==> src/design/ac_current_peak_tracker_top_macros.svh <==
// Assertion macros for the AC current peak tracker.
`ifndef AC_CURRENT_PEAK_TRACKER_TOP_MACROS_SVH
`define AC_CURRENT_PEAK_TRACKER_TOP_MACROS_SVH

// Same-cycle implication, disabled in reset.
`define ACPT_ASSERT_NOW(lbl, ante, cons, msg) \
  lbl: assert property (@(posedge clk_i) disable iff (!rst_ni) (ante) |-> (cons)) \
    else $error(msg);

// Next-cycle implication, disabled in reset.
`define ACPT_ASSERT_NEXT(lbl, ante, cons, msg) \
  lbl: assert property (@(posedge clk_i) disable iff (!rst_ni) (ante) |=> (cons)) \
    else $error(msg);

`endif

==> src/design/acpt_pkg.sv <==
// Shared types, constants and arithmetic helpers for the AC current peak tracker.
package acpt_pkg;

  localparam int unsigned SampleW = 12;
  localparam int unsigned WeightW = 7;
  localparam int unsigned WindowW = 10;
  localparam int unsigned ProdW   = 2 * SampleW;
  localparam int unsigned BlendW  = 19;

  localparam logic [SampleW-1:0] VrefReset   = 12'd3300;
  localparam logic [WeightW-1:0] WeightReset = 7'd10;
  localparam logic [WindowW-1:0] WindowReset = 10'd50;
  localparam logic [SampleW-1:0] AvgReset    = 12'(3300 / 2);
  localparam logic [WeightW-1:0] WeightFull  = 7'd100;
  localparam logic [SampleW-1:0] MaOffsetMv  = 12'd15;
  localparam logic [6:0]         MaScale     = 7'(890 / 10);  // 890/1000 == 89/100

  // Reciprocal of 100 in 2^-25 units; exact for inputs up to 493447, and
  // blend sums and mA products stay below 409600.
  localparam int unsigned  Div100Shift = 25;
  localparam logic [18:0]  Div100Recip = 19'd335545;

  localparam logic KIND_CONV = 1'b0;
  localparam logic KIND_EOS  = 1'b1;

  typedef enum logic [1:0] {
    CFG_VREF  = 2'd0,
    CFG_REF_W = 2'd1,
    CFG_CUR_W = 2'd2,
    CFG_WIN   = 2'd3
  } cfg_idx_e;

  typedef enum logic [3:0] {
    RANK_REF  = 4'b0001,
    RANK_C0   = 4'b0010,
    RANK_C1   = 4'b0100,
    RANK_IDLE = 4'b1000
  } rank_e;

  function automatic logic [WeightW-1:0] sat_weight(input logic [WeightW-1:0] w);
    return (w > WeightFull) ? WeightFull : w;
  endfunction

  // floor(x / 100) for x <= 493447
  function automatic logic [SampleW-1:0] div100(input logic [BlendW-1:0] x);
    logic [37:0] p;
    p = 38'(x) * 38'(Div100Recip);
    return p[Div100Shift+SampleW-1:Div100Shift];
  endfunction

  // floor(x / 4095) for x < 2^24: estimate, then one correction step
  function automatic logic [SampleW-1:0] div4095(input logic [ProdW-1:0] x);
    logic [ProdW:0]   s;
    logic [12:0]      q0;
    logic [ProdW:0]   r;
    s  = {1'b0, x} + (ProdW+1)'(x >> 12);
    q0 = s[ProdW:12];
    r  = {1'b0, x} + (ProdW+1)'(q0) - ((ProdW+1)'(q0) << 12);
    if (r >= (ProdW+1)'(4095)) begin
      q0 = q0 + 13'd1;
    end
    return q0[SampleW-1:0];
  endfunction

endpackage

==> src/design/ac_current_peak_tracker_top.sv <==
// Top level of the AC current peak tracker: pipeline, tracker state and result register.
//
// Usage:
//  - Slave stream carries converter events: tuser is the kind (0 conversion
//    result, 1 end of sequence), tdata[11:0] the raw 12-bit code.
//  - Master stream returns one result per accepted event, in order:
//    both averaged channel currents in mA and the averaged reference in mV.
//  - Config port: cfg_we_i writes cfg_idx_i (0 vref_mv, 1 reference weight,
//    2 current weight, 3 window length) with cfg_data_i, no
//    read-back. Write only while the pipeline is empty.
//  - Throughput is one request per cycle when nothing stalls; the tracker
//    update (blend multiply plus divide by 100 on the state feedback) is
//    combinational within its stage, and that is what holds that figure.
//  - Stages: input reg, raw*vref product, mV conversion and weighted sample,
//    tracker state update, mA scaling, divide by 100 into the output reg.
//  - Stalls: each stage holds while its successor is full and not moving;
//    empty stages fill, so requests are still taken while a result waits
//    until all six stages are occupied.
//  - Reset: config returns to 3300 mV, weights 10, window 50; averages to
//    1650, peaks and sequence count to 0, rank to reference, pipeline empty.

`include "ac_current_peak_tracker_top_macros.svh"

module ac_current_peak_tracker_top (
  input  logic        clk_i,
  input  logic        rst_ni,

  input  logic        s_axis_tvalid_i,
  output logic        s_axis_tready_o,
  input  logic [15:0] s_axis_tdata_i,   // [11:0] raw_sample, [15:12] zero
  input  logic        s_axis_tuser_i,   // [0] kind

  output logic        m_axis_tvalid_o,
  input  logic        m_axis_tready_i,
  output logic [39:0] m_axis_tdata_o,   // [11:0] current0_ma, [23:12] current1_ma,
                                        // [35:24] reference_mv, [39:36] zero

  input  logic        cfg_we_i,
  input  logic [1:0]  cfg_idx_i,
  input  logic [11:0] cfg_data_i
);

  // ---------------- configuration registers ----------------
  logic [acpt_pkg::SampleW-1:0] vref_q;
  logic [acpt_pkg::WeightW-1:0] ref_w_q, cur_w_q;
  logic [acpt_pkg::WindowW-1:0] win_q;

  always_ff @(posedge clk_i or negedge rst_ni) begin
    if (!rst_ni) begin
      vref_q  <= acpt_pkg::VrefReset;
      ref_w_q <= acpt_pkg::WeightReset;
      cur_w_q <= acpt_pkg::WeightReset;
      win_q   <= acpt_pkg::WindowReset;
    end else if (cfg_we_i) begin
      case (acpt_pkg::cfg_idx_e'(cfg_idx_i))
        acpt_pkg::CFG_VREF:  vref_q  <= cfg_data_i[acpt_pkg::SampleW-1:0];
        acpt_pkg::CFG_REF_W: ref_w_q <= cfg_data_i[acpt_pkg::WeightW-1:0];
        acpt_pkg::CFG_CUR_W: cur_w_q <= cfg_data_i[acpt_pkg::WeightW-1:0];
        acpt_pkg::CFG_WIN:   win_q   <= cfg_data_i[acpt_pkg::WindowW-1:0];
        default: ;
      endcase
    end
  end

  logic [acpt_pkg::WeightW-1:0] ref_ws, cur_ws;
  assign ref_ws = acpt_pkg::sat_weight(ref_w_q);
  assign cur_ws = acpt_pkg::sat_weight(cur_w_q);

  // ---------------- pipeline flow control ----------------
  // Stage k loads when it is empty or its content moves on.
  logic v1_q, v2_q, v3_q, v4_q, v5_q, v6_q;
  logic rdy1, rdy2, rdy3, rdy4, rdy5, rdy6;

  assign rdy6 = !v6_q || m_axis_tready_i;
  assign rdy5 = !v5_q || rdy6;
  assign rdy4 = !v4_q || rdy5;
  assign rdy3 = !v3_q || rdy4;
  assign rdy2 = !v2_q || rdy3;
  assign rdy1 = !v1_q || rdy2;

  assign s_axis_tready_o = rdy1;

  always_ff @(posedge clk_i or negedge rst_ni) begin
    if (!rst_ni) begin
      v1_q <= 1'b0;
      v2_q <= 1'b0;
      v3_q <= 1'b0;
      v4_q <= 1'b0;
      v5_q <= 1'b0;
      v6_q <= 1'b0;
    end else begin
      if (rdy1) v1_q <= s_axis_tvalid_i;
      if (rdy2) v2_q <= v1_q;
      if (rdy3) v3_q <= v2_q;
      if (rdy4) v4_q <= v3_q;
      if (rdy5) v5_q <= v4_q;
      if (rdy6) v6_q <= v5_q;
    end
  end

  // ---------------- stage 1: input register ----------------
  logic                         kind1_q;
  logic [acpt_pkg::SampleW-1:0] raw1_q;

  always_ff @(posedge clk_i) begin
    if (rdy1 && s_axis_tvalid_i) begin
      kind1_q <= s_axis_tuser_i;
      raw1_q  <= s_axis_tdata_i[acpt_pkg::SampleW-1:0];
    end
  end

  // ---------------- stage 2: raw * vref ----------------
  logic                       kind2_q;
  logic [acpt_pkg::ProdW-1:0] prod2_q;

  always_ff @(posedge clk_i) begin
    if (rdy2 && v1_q) begin
      kind2_q <= kind1_q;
      prod2_q <= acpt_pkg::ProdW'(raw1_q) * acpt_pkg::ProdW'(vref_q);
    end
  end

  // ---------------- stage 3: mV and weighted sample ----------------
  logic                         kind3_q;
  logic [acpt_pkg::SampleW-1:0] mv3_q;
  logic [acpt_pkg::BlendW-1:0]  wmv3_q;
  logic [acpt_pkg::SampleW-1:0] mv2;

  assign mv2 = acpt_pkg::div4095(prod2_q);

  always_ff @(posedge clk_i) begin
    if (rdy3 && v2_q) begin
      kind3_q <= kind2_q;
      mv3_q   <= mv2;
      wmv3_q  <= acpt_pkg::BlendW'(ref_ws) * acpt_pkg::BlendW'(mv2);
    end
  end

  // ---------------- stage 4: tracker state ----------------
  logic [acpt_pkg::SampleW-1:0] ref_avg_q, ref_avg_d;
  logic [acpt_pkg::SampleW-1:0] c0_avg_q, c0_avg_d, c1_avg_q, c1_avg_d;
  logic [acpt_pkg::SampleW-1:0] c0_peak_q, c0_peak_d, c1_peak_q, c1_peak_d;
  logic [acpt_pkg::WindowW-1:0] tally_q, tally_d;
  acpt_pkg::rank_e              rank_q, rank_d;

  logic                         upd;
  logic [acpt_pkg::SampleW-1:0] diff;
  logic [acpt_pkg::WindowW:0]   tally_inc;
  logic                         fold;
  logic [acpt_pkg::WeightW-1:0] ref_keep, cur_keep;
  logic [acpt_pkg::BlendW-1:0]  ref_sum, c0_sum, c1_sum;

  assign upd       = rdy4 && v3_q;
  assign diff      = (ref_avg_q > mv3_q) ? (ref_avg_q - mv3_q) : (mv3_q - ref_avg_q);
  assign tally_inc = {1'b0, tally_q} + (acpt_pkg::WindowW+1)'(1);
  assign fold      = tally_inc > {1'b0, win_q};

  assign ref_keep = acpt_pkg::WeightFull - ref_ws;
  assign cur_keep = acpt_pkg::WeightFull - cur_ws;
  assign ref_sum  = wmv3_q + acpt_pkg::BlendW'(ref_keep) * acpt_pkg::BlendW'(ref_avg_q);
  assign c0_sum   = acpt_pkg::BlendW'(cur_ws) * acpt_pkg::BlendW'(c0_peak_q)
                  + acpt_pkg::BlendW'(cur_keep) * acpt_pkg::BlendW'(c0_avg_q);
  assign c1_sum   = acpt_pkg::BlendW'(cur_ws) * acpt_pkg::BlendW'(c1_peak_q)
                  + acpt_pkg::BlendW'(cur_keep) * acpt_pkg::BlendW'(c1_avg_q);

  always_comb begin
    ref_avg_d = ref_avg_q;
    c0_avg_d  = c0_avg_q;
    c1_avg_d  = c1_avg_q;
    c0_peak_d = c0_peak_q;
    c1_peak_d = c1_peak_q;
    tally_d   = tally_q;
    rank_d    = rank_q;
    if (kind3_q == acpt_pkg::KIND_CONV) begin
      case (rank_q)
        acpt_pkg::RANK_REF: begin
          ref_avg_d = acpt_pkg::div100(ref_sum);
          rank_d    = acpt_pkg::RANK_C0;
        end
        acpt_pkg::RANK_C0: begin
          if (diff > c0_peak_q) c0_peak_d = diff;
          rank_d = acpt_pkg::RANK_C1;
        end
        acpt_pkg::RANK_C1: begin
          if (diff > c1_peak_q) c1_peak_d = diff;
          rank_d = acpt_pkg::RANK_IDLE;
        end
        default: ;  // idle rank: conversion ignored
      endcase
    end else begin
      rank_d = acpt_pkg::RANK_REF;
      if (fold) begin
        c0_avg_d  = acpt_pkg::div100(c0_sum);
        c1_avg_d  = acpt_pkg::div100(c1_sum);
        c0_peak_d = '0;
        c1_peak_d = '0;
        tally_d   = '0;
      end else begin
        tally_d = tally_inc[acpt_pkg::WindowW-1:0];
      end
    end
  end

  always_ff @(posedge clk_i or negedge rst_ni) begin
    if (!rst_ni) begin
      ref_avg_q <= acpt_pkg::AvgReset;
      c0_avg_q  <= acpt_pkg::AvgReset;
      c1_avg_q  <= acpt_pkg::AvgReset;
      c0_peak_q <= '0;
      c1_peak_q <= '0;
      tally_q   <= '0;
      rank_q    <= acpt_pkg::RANK_REF;
    end else if (upd) begin
      ref_avg_q <= ref_avg_d;
      c0_avg_q  <= c0_avg_d;
      c1_avg_q  <= c1_avg_d;
      c0_peak_q <= c0_peak_d;
      c1_peak_q <= c1_peak_d;
      tally_q   <= tally_d;
      rank_q    <= rank_d;
    end
  end

  // snapshot of the post-update averages for this request
  logic [acpt_pkg::SampleW-1:0] c0_4_q, c1_4_q, ref4_q;

  always_ff @(posedge clk_i) begin
    if (upd) begin
      c0_4_q <= c0_avg_d;
      c1_4_q <= c1_avg_d;
      ref4_q <= ref_avg_d;
    end
  end

  // ---------------- stage 5: mA scaling ----------------
  logic [acpt_pkg::SampleW-1:0] c0_off, c1_off;
  logic [acpt_pkg::BlendW-1:0]  c0_5_q, c1_5_q;
  logic [acpt_pkg::SampleW-1:0] ref5_q;

  assign c0_off = (c0_4_q > acpt_pkg::MaOffsetMv) ? (c0_4_q - acpt_pkg::MaOffsetMv) : '0;
  assign c1_off = (c1_4_q > acpt_pkg::MaOffsetMv) ? (c1_4_q - acpt_pkg::MaOffsetMv) : '0;

  always_ff @(posedge clk_i) begin
    if (rdy5 && v4_q) begin
      c0_5_q <= acpt_pkg::BlendW'(c0_off) * acpt_pkg::BlendW'(acpt_pkg::MaScale);
      c1_5_q <= acpt_pkg::BlendW'(c1_off) * acpt_pkg::BlendW'(acpt_pkg::MaScale);
      ref5_q <= ref4_q;
    end
  end

  // ---------------- stage 6: output register ----------------
  logic [acpt_pkg::SampleW-1:0] c0_6_q, c1_6_q, ref6_q;

  always_ff @(posedge clk_i) begin
    if (rdy6 && v5_q) begin
      c0_6_q <= acpt_pkg::div100(c0_5_q);
      c1_6_q <= acpt_pkg::div100(c1_5_q);
      ref6_q <= ref5_q;
    end
  end

  assign m_axis_tvalid_o = v6_q;
  assign m_axis_tdata_o  = {4'b0000, ref6_q, c1_6_q, c0_6_q};

  // ---------------- assertions ----------------
  `ACPT_ASSERT_NEXT(a_state_hold, !upd, $stable(ref_avg_q) && $stable(tally_q),
                    "tracker state changed without a request in the update stage")
  `ACPT_ASSERT_NEXT(a_fold_clears, upd && kind3_q == acpt_pkg::KIND_EOS && fold,
                    c0_peak_q == '0 && c1_peak_q == '0 && tally_q == '0,
                    "window fold did not clear peaks and count")
  `ACPT_ASSERT_NOW(a_ready_full, !s_axis_tready_o,
                   v1_q && v2_q && v3_q && v4_q && v5_q && v6_q,
                   "input stalled while a pipeline stage is empty")

endmodule
==> config.mk <==
export PLATFORM = sky130hd
export DESIGN_NAME = ac_current_peak_tracker_top
export DESIGN_NICKNAME = d
export VERILOG_FILES = /design/src/design/acpt_pkg.sv /design/src/design/ac_current_peak_tracker_top.sv
export VERILOG_INCLUDE_DIRS = /design/src /design/src/design
export SDC_FILE = /design/constraint.sdc
export NUM_CORES = 2
export LEC_CHECK = 0
export BUFFER_PORTS_ARGS = -buffer_cell sky130_fd_sc_hd__buf_2
export CAP_MARGIN = 20
export CORE_MARGIN = 1.5
export CORE_UTILIZATION = 55
export CTS_CLUSTER_SIZE = 16
export DETAILED_ROUTE_END_ITERATION = 10
export HOLD_SLACK_MARGIN = 0.03
export MAX_ROUTING_LAYER = met4
export PLACE_DENSITY_LB_ADDON = 0.08
export SLEW_MARGIN = 20
export SYNTH_ARGS = -nofsm -noshare
export SYNTH_HDL_FRONTEND = slang
export SYNTH_SLANG_ARGS = --single-unit
==> constraint.sdc <==
create_clock -name clk_i -period 16.9 [get_ports clk_i]
set_input_delay 1.69 -clock clk_i [delete_from_list [all_inputs] [get_ports clk_i]]
set_output_delay 1.69 -clock clk_i [all_outputs]
set_load 0.02 [all_outputs]
## After elaboration in Yosys (flattened, before gate mapping)

Cells that the tools add are included.

| word-level totals | value |
|---|---|
| output and inout bits | 42 |
| logic and storage cells | 131 |
| input port bits | 36 |
| bits in registers | 308 |

| operators by class | value |
|---|---|
| reductions and logical operators | 32 |
| magnitude comparators | 9 |
| equality and inequality tests | 7 |
| $mul | 14 |
| mux-type cells | 22 |
| add/subtract/negate cells | 14 |

Operators by type and width:

| operator | number |
|---|---|
| two-way mux 12 bit | 17 |
| multiplier 19 x 19 -> 37 bit, second input constant | 5 |
| multiplier 7 x 12 -> 19 bit | 6 |
| adder 19 bit | 3 |
| multiplier 12 x 7 -> 19 bit, second input constant | 2 |
| greater-than comparator 12 bit | 3 |
| adder 24 x 12 -> 25 bit | 1 |
| adder 24 x 13 -> 25 bit | 1 |
| >= comparator 25 x 12 -> 1 bit, second input constant | 1 |
| subtractor 25 bit | 1 |
| greater-than comparator 12 x 4 -> 1 bit, second input constant | 2 |
| multiplier 12 x 12 -> 24 bit | 1 |
| subtractor 12 bit | 2 |
| subtractor 12 x 4 -> 12 bit, second input constant | 2 |
| greater-than comparator 7 bit, second input constant | 2 |
| two-way mux 7 bit | 2 |
| subtractor 7 bit, first input constant | 2 |
| adder 12 x 1 -> 12 bit, second input constant | 1 |
| case mux 4 bit (3 select lines) | 1 |
| AND reduction 2 bit | 6 |
| adder 10 x 1 -> 11 bit, second input constant | 1 |
| greater-than comparator 11 x 10 -> 1 bit | 1 |
| two-way mux 10 bit | 1 |
| AND reduction 4 bit | 2 |
| 13 further kinds | 32 |

## Logic depth before layout (Yosys ltp)

| logic depth | value |
|---|---|
| word-level depth | 8 |
| gate-level depth with buffers | 59 |
| gate-level depth less buffers | 56 |

## Worst setup path before layout

No wires, ideal clock.

| timing | value |
|---|---|
| path type | reg-to-reg |
| start point | register cur_w_q[3] (netlist bit) |
| end point | register c0_4_q[11] (netlist bit) (data pin) |
| setup time | 265 ps |
| cell stages (with the launch flop) | 51 |
| path slack | 3764 ps |
| data arrival time | 12871 ps |
| period minus slack after synthesis | 13136 ps |
| path through | dfstp_2 > clkbuf_1 > nor2_1 > a21oi_1 > nor2b_1 > inv_1 > clkbuf_1 > ha_1 > inv_1 > xnor2_1 > clkbuf_1 > nand2_1 > fa_1 > inv_1 > fa_1 > fa_1 > fa_1 > fa_1 > [15 not listed] > fa_1 > fa_1 > fa_1 > inv_1 > fa_1 > inv_1 > ha_1 > a21o_1 > a21oi_1 > nor2b_1 > a2111oi_4 > a311oi_1 > a221oi_2 > o21ai_1 > or4_1 > a31oi_1 > xnor2_1 > o21ai_1 |

| between the ends | value |
|---|---|
| longest elaborated chain between the ends | 8 |
| elaborated cells on any way between the ends | 9 |

RTL lines:

| what | RTL line | text |
|---|---|---|
| from (decl) | ac_current_peak_tracker_top.sv:45 | `logic [acpt_pkg::WeightW-1:0] ref_w_q, cur_w_q;` |
| from (signal assigned) | ac_current_peak_tracker_top.sv:52 | `cur_w_q <= acpt_pkg::WeightReset;` |
| from (signal assigned) | ac_current_peak_tracker_top.sv:58 | `acpt_pkg::CFG_CUR_W: cur_w_q <= cfg_data_i[acpt_pkg::WeightW-1:0];` |
| greater-than comparator 7 bit | acpt_pkg.sv:41 | `return (w > WeightFull) ? WeightFull : w;` |
| two-way mux 7 bit * | acpt_pkg.sv:41 |  |
| subtractor 7 bit | ac_current_peak_tracker_top.sv:159 | `assign cur_keep = acpt_pkg::WeightFull - cur_ws;` |
| multiplier 7 x 12 -> 19 bit | ac_current_peak_tracker_top.sv:162 | `+ acpt_pkg::BlendW'(cur_keep) * acpt_pkg::BlendW'(c0_avg_q);` |
| adder 19 bit * | ac_current_peak_tracker_top.sv:162 |  |
| multiplier 19 x 19 -> 37 bit * | acpt_pkg.sv:47 | `p = 38'(x) * 38'(Div100Recip);` |
| two-way mux 12 bit * | ac_current_peak_tracker_top.sv:192 | `if (fold) begin` |
| two-way mux 12 bit * | ac_current_peak_tracker_top.sv:174 | `if (kind3_q == acpt_pkg::KIND_CONV) begin` |
| via c0_avg_d, one bit | ac_current_peak_tracker_top.sv:141 | `logic [acpt_pkg::SampleW-1:0] c0_avg_q, c0_avg_d, c1_avg_q, c1_avg_d;` |
| to (signal assigned) | ac_current_peak_tracker_top.sv:229 | `c0_4_q <= c0_avg_d;` |
| to (decl) | ac_current_peak_tracker_top.sv:225 | `logic [acpt_pkg::SampleW-1:0] c0_4_q, c1_4_q, ref4_q;` |

The timed path passes the listed nets; every way through them passes the cells marked *.
A chain may end at the register's enable or synchronous reset.

## Worst setup path after layout

| timing | value |
|---|---|
| start point | register ref_w_q[6] (netlist bit) |
| end point | register ref4_q[11] (netlist bit) (data pin) |

| between the ends | value |
|---|---|
| longest elaborated chain between the ends | 8 |

RTL lines:

| what | RTL line | text |
|---|---|---|
| from (decl) | ac_current_peak_tracker_top.sv:45 |  |
| from (signal assigned) | ac_current_peak_tracker_top.sv:51 | `ref_w_q <= acpt_pkg::WeightReset;` |
| from (signal assigned) | ac_current_peak_tracker_top.sv:57 | `acpt_pkg::CFG_REF_W: ref_w_q <= cfg_data_i[acpt_pkg::WeightW-1:0];` |
| greater-than comparator 7 bit | acpt_pkg.sv:41 |  |
| two-way mux 7 bit * | acpt_pkg.sv:41 |  |
| subtractor 7 bit * | ac_current_peak_tracker_top.sv:158 | `assign ref_keep = acpt_pkg::WeightFull - ref_ws;` |
| multiplier 7 x 12 -> 19 bit * | ac_current_peak_tracker_top.sv:160 | `assign ref_sum = wmv3_q + acpt_pkg::BlendW'(ref_keep) * acpt_pkg::BlendW'(ref_avg_q);` |
| adder 19 bit * | ac_current_peak_tracker_top.sv:160 |  |
| multiplier 19 x 19 -> 37 bit * | acpt_pkg.sv:47 |  |
| two-way mux 12 bit * | ac_current_peak_tracker_top.sv:175 | `case (rank_q)` |
| two-way mux 12 bit * | ac_current_peak_tracker_top.sv:174 |  |
| via ref_avg_d, one bit | ac_current_peak_tracker_top.sv:140 | `logic [acpt_pkg::SampleW-1:0] ref_avg_q, ref_avg_d;` |
| to (signal assigned) | ac_current_peak_tracker_top.sv:231 | `ref4_q <= ref_avg_d;` |
| to (decl) | ac_current_peak_tracker_top.sv:225 |  |

Marked as above.

==> results.tsv <==
stage	metric	value	unit
outcome	result of the run	finished clean	
detailed_routing	count of nets left with antenna violations after detail routing	0	
worst_setup_path	cell seen most often among critical-path stages	fa_1	
worst_setup_path	delay contributed by the slowest stage of the critical path	740	ps
global_routing	met3 track demand over resource in global routing	0.0176	
die	I/O pin count	78	
global_routing	first-pass GRT wire length	264000	um
synth	mapped cell area	0.0713	mm2
synth	top flip-flop cell by instance count after synthesis	edfxtp_1	
global_routing	Most Crowded Layer GR	met2	
die	initial core utilization	0.557	
synth	count of warnings emitted by yosys	0	
worst_setup_path	startpoint type of the worst setup path	flop	
timing	setup repair after global routing missed its margin	no	
clocking	# Post-CTS Setup Buffers	0	
detailed_routing	Initial DRC Count	2151	
worst_setup_path	number of cells on the worst reg-to-reg path	43	
synth	leading cell types by total area after synthesis	fa_1 33%, ha_1 24%, inv_1 9.5%	
synth	FF+latch count, synth	308	
worst_setup_path	Required @ worst endpoint	17260	ps
global_routing	vias in the first global route	51097	
detailed_routing	first-pass iteration count of the detailed router	5	
clocking	clock transition time at the flip-flop clock pins of the worst setup and hold paths	70	ps
timing	skew final	38.2	ps
global_routing	grt total ovfl	0	
min_path	hold depth	0	
cells_and_area	area growth from synthesis to final layout	5.45	%
clocking	Clock Path Buffers	3	
die	Core Area	0.128	mm2
run	number of maximum-capacitance constraint violations	0	
worst_setup_path	WP depth	43	
timing	Tightest Pin Transition	1120	ps
global_routing	met1 demand-to-capacity share in global routing	0.346	
timing	final hold viol count	0	
worst_setup_path	slack of the worst reg-to-reg path	2190	ps
global_routing	pin count of the biggest net entering global routing	67	
global_routing	global-route usage over all layers	0.259	
clocking	TritonCTS clock tree	yes	
synth	portion of the post-synthesis area used by sequential elements	0.122	
worst_setup_path	buffers and inverters on the worst path	6	
synth	per-instance average area after synthesis	9.98	um2
timing	Final Setup Violations	0	
clocking	H-tree depth reported by CTS	2	
timing	share of the clock period used by the worst path after layout	0.871	
timing	final sum of negative setup slack	0	ps
clocking	Resized cells post-CTS	0	
cells_and_area	number of fillers in the final layout	11251	
synth	biggest area consumer among synthesized cells	fa_1	
detailed_routing	via/cell ratio	5.26	
place	final HPWL from detailed placement	134000	um
die	area of the die	0.132	mm2
detailed_routing	detailed-route DRC error count	0	
detailed_routing	wire length after detailed routing	157000	um
global_routing	met2 track utilization from global routing	0.434	
worst_setup_path	maximum fanout count along the critical path	20	
timing	Hold WS	400	ps
synth	proportion of synthesized flip-flops having asynchronous set or reset	0.377	
clocking	hold-fix buffers at CTS	0	
timing	Slew HR	0.251	
die	count of standard-cell rows	131	
timing	Final Max Slew Viols	0	
die	DIE WIDTH	363	um
synth	cells after synthesis	7146	
min_path	min-delay worst type	flop to flop	
place	GP Congestion	0.890	
synth	number of unique standard cell types used by synthesis	90	
worst_setup_path	Critical Path Slowest Stage Cell	and2_1	
synth	number of enable-type register cells in the synthesized netlist	192	
worst_setup_path	Setup crit end kind	flop	
synth	most instantiated cells after synthesis	1,813 x inv_1, 1,380 x ha_1, 1,184 x fa_1, 509 x nand2_1, 271 x and2_1	
synth	dominant cell by count in the synthesized netlist	inv_1	
detailed_routing	detailed-route via count	47073	
clocking	cell chosen for the clock root	clkbuf_16	
cells_and_area	fraction of layout cells with a size suffix above 1	0.0545	
global_routing	antenna violations before repair	2	
timing	final critical path time including I/O delays and setup	14710	ps
cells_and_area	number of nets in the finished design	9783	
worst_setup_path	Crit Path Class	flop to flop	
worst_setup_path	crit-path leading delay family	adder cells	
clocking	clock latency of the later-clocked register in the worst-skew pair	640	ps
detailed_routing	wire per inst	17.6	um
die	die extent in y	363	um
timing	maximum frequency from static timing analysis	0.0680	GHz
synth	share of the synthesized area in the top cell type	0.332	
place	# port buffers	69	
clocking	Sinks on Clock Net	308	
clocking	number of CTS-inserted buffers	40	
worst_setup_path	arrival time at the worst endpoint	15080	ps
==> cells in the final DEF (no fill, tap or decap), types with 19 or more instances in the layout <==
cell          n
buf_2        68
ha_1       1380
buf_4        59
a21oi_1     161
o21bai_1     36
nand4_1      30
a21o_1       78
nand3_1      63
nand2b_1     27
o21ai_0     105
dfstp_2      32
nand2_1     509
dfrtp_1      84
o21a_1       33
nor2_1      198
and3_1       37
nor3_1       59
xor2_1       59
fa_1       1184
clkbuf_16    41
xnor2_1     207
mux2_2      102
nor2b_1      43
edfxtp_1    192
a31oi_1      19
and2_1      270
inv_1      1813
==> per-stage QoR <==
stage               cell area, um2  utilization  setup WS [ps]  cells
floorplan                    71400            -           3760   7149
global placement             73800        0.576           2380   8870
detailed placement           73800        0.576           2240   8870
CTS                          75200        0.587           2170   8944
global route                 75200        0.587           1080   8944
finish                       75200        0.587           2190   8945
==> layer usage <==
| metal | part of all wire | vias up |
|---|---|---|
| met5 | 0 | - |
| li1 | - | 22564 |
| met4 | 0.022 | 0 |
| met2 | 0.48 | 674 |
| met3 | 0.029 | 176 |
| met1 | 0.47 | 23659 |
==> sequential cells by signal, indices dropped and copies added, names as in the netlist, 10 cells and up <==
| name | flops |
|---|---|
| c0_4_q | 12 |
| c0_5_q | 19 |
| c0_6_q | 12 |
| c0_avg_q | 12 |
| c0_peak_q | 12 |
| c1_4_q | 12 |
| c1_5_q | 19 |
| c1_6_q | 12 |
| c1_avg_q | 12 |
| c1_peak_q | 12 |
| mv3_q | 12 |
| prod2_q | 24 |
| raw1_q | 12 |
| ref4_q | 12 |
| ref5_q | 12 |
| ref6_q | 12 |
| ref_avg_q | 12 |
| tally_q | 10 |
| vref_q | 12 |
| win_q | 10 |
| wmv3_q | 19 |
==> layout make-up <==
cell class                 instances  area, um2  share of cell area
sequential                       308       8710               0.116
inverter                        1817       6820              0.0906
clock buffer                      49       1090              0.0144
tap                             1729       2160              0.0288
antenna                            1       2.50           0.0000333
timing repair buffer             128        795              0.0106
clock inverter                    25        305             0.00406
multi-input combinational       4888      55400               0.736
==> path summary, 6_finish.rpt <==
path                            start            end
setup reg to reg           ref_w_q[6]     ref4_q[11]
setup / recovery           ref_w_q[6]     ref4_q[11]
max in group asynchronous      rst_ni  ref_avg_q[11]
hold / removal             ref4_q[11]     ref5_q[11]
min in group asynchronous      rst_ni    c1_avg_q[0]
hold reg to reg            ref4_q[11]     ref5_q[11]
==> logic make-up (layout without fill, tap and decap cells) <==
group	Yosys count	count (layout)	synth area share
adders and majority gates	2564	2564	0.574
DFF	308	308	0.122
buffers and inverters	1953	2019	0.103
other	1	5	0.0000526
AOI/OAI and AO/OA	606	606	0.0573
xor gates and xnor gates	278	278	0.0352
muxes	119	119	0.0186
and+or+nand+nor	1317	1317	0.0896
Power is left out: the tool's default activity adds up to more than one toggle a clock period on the data nets, which glitch-free logic cannot reach.
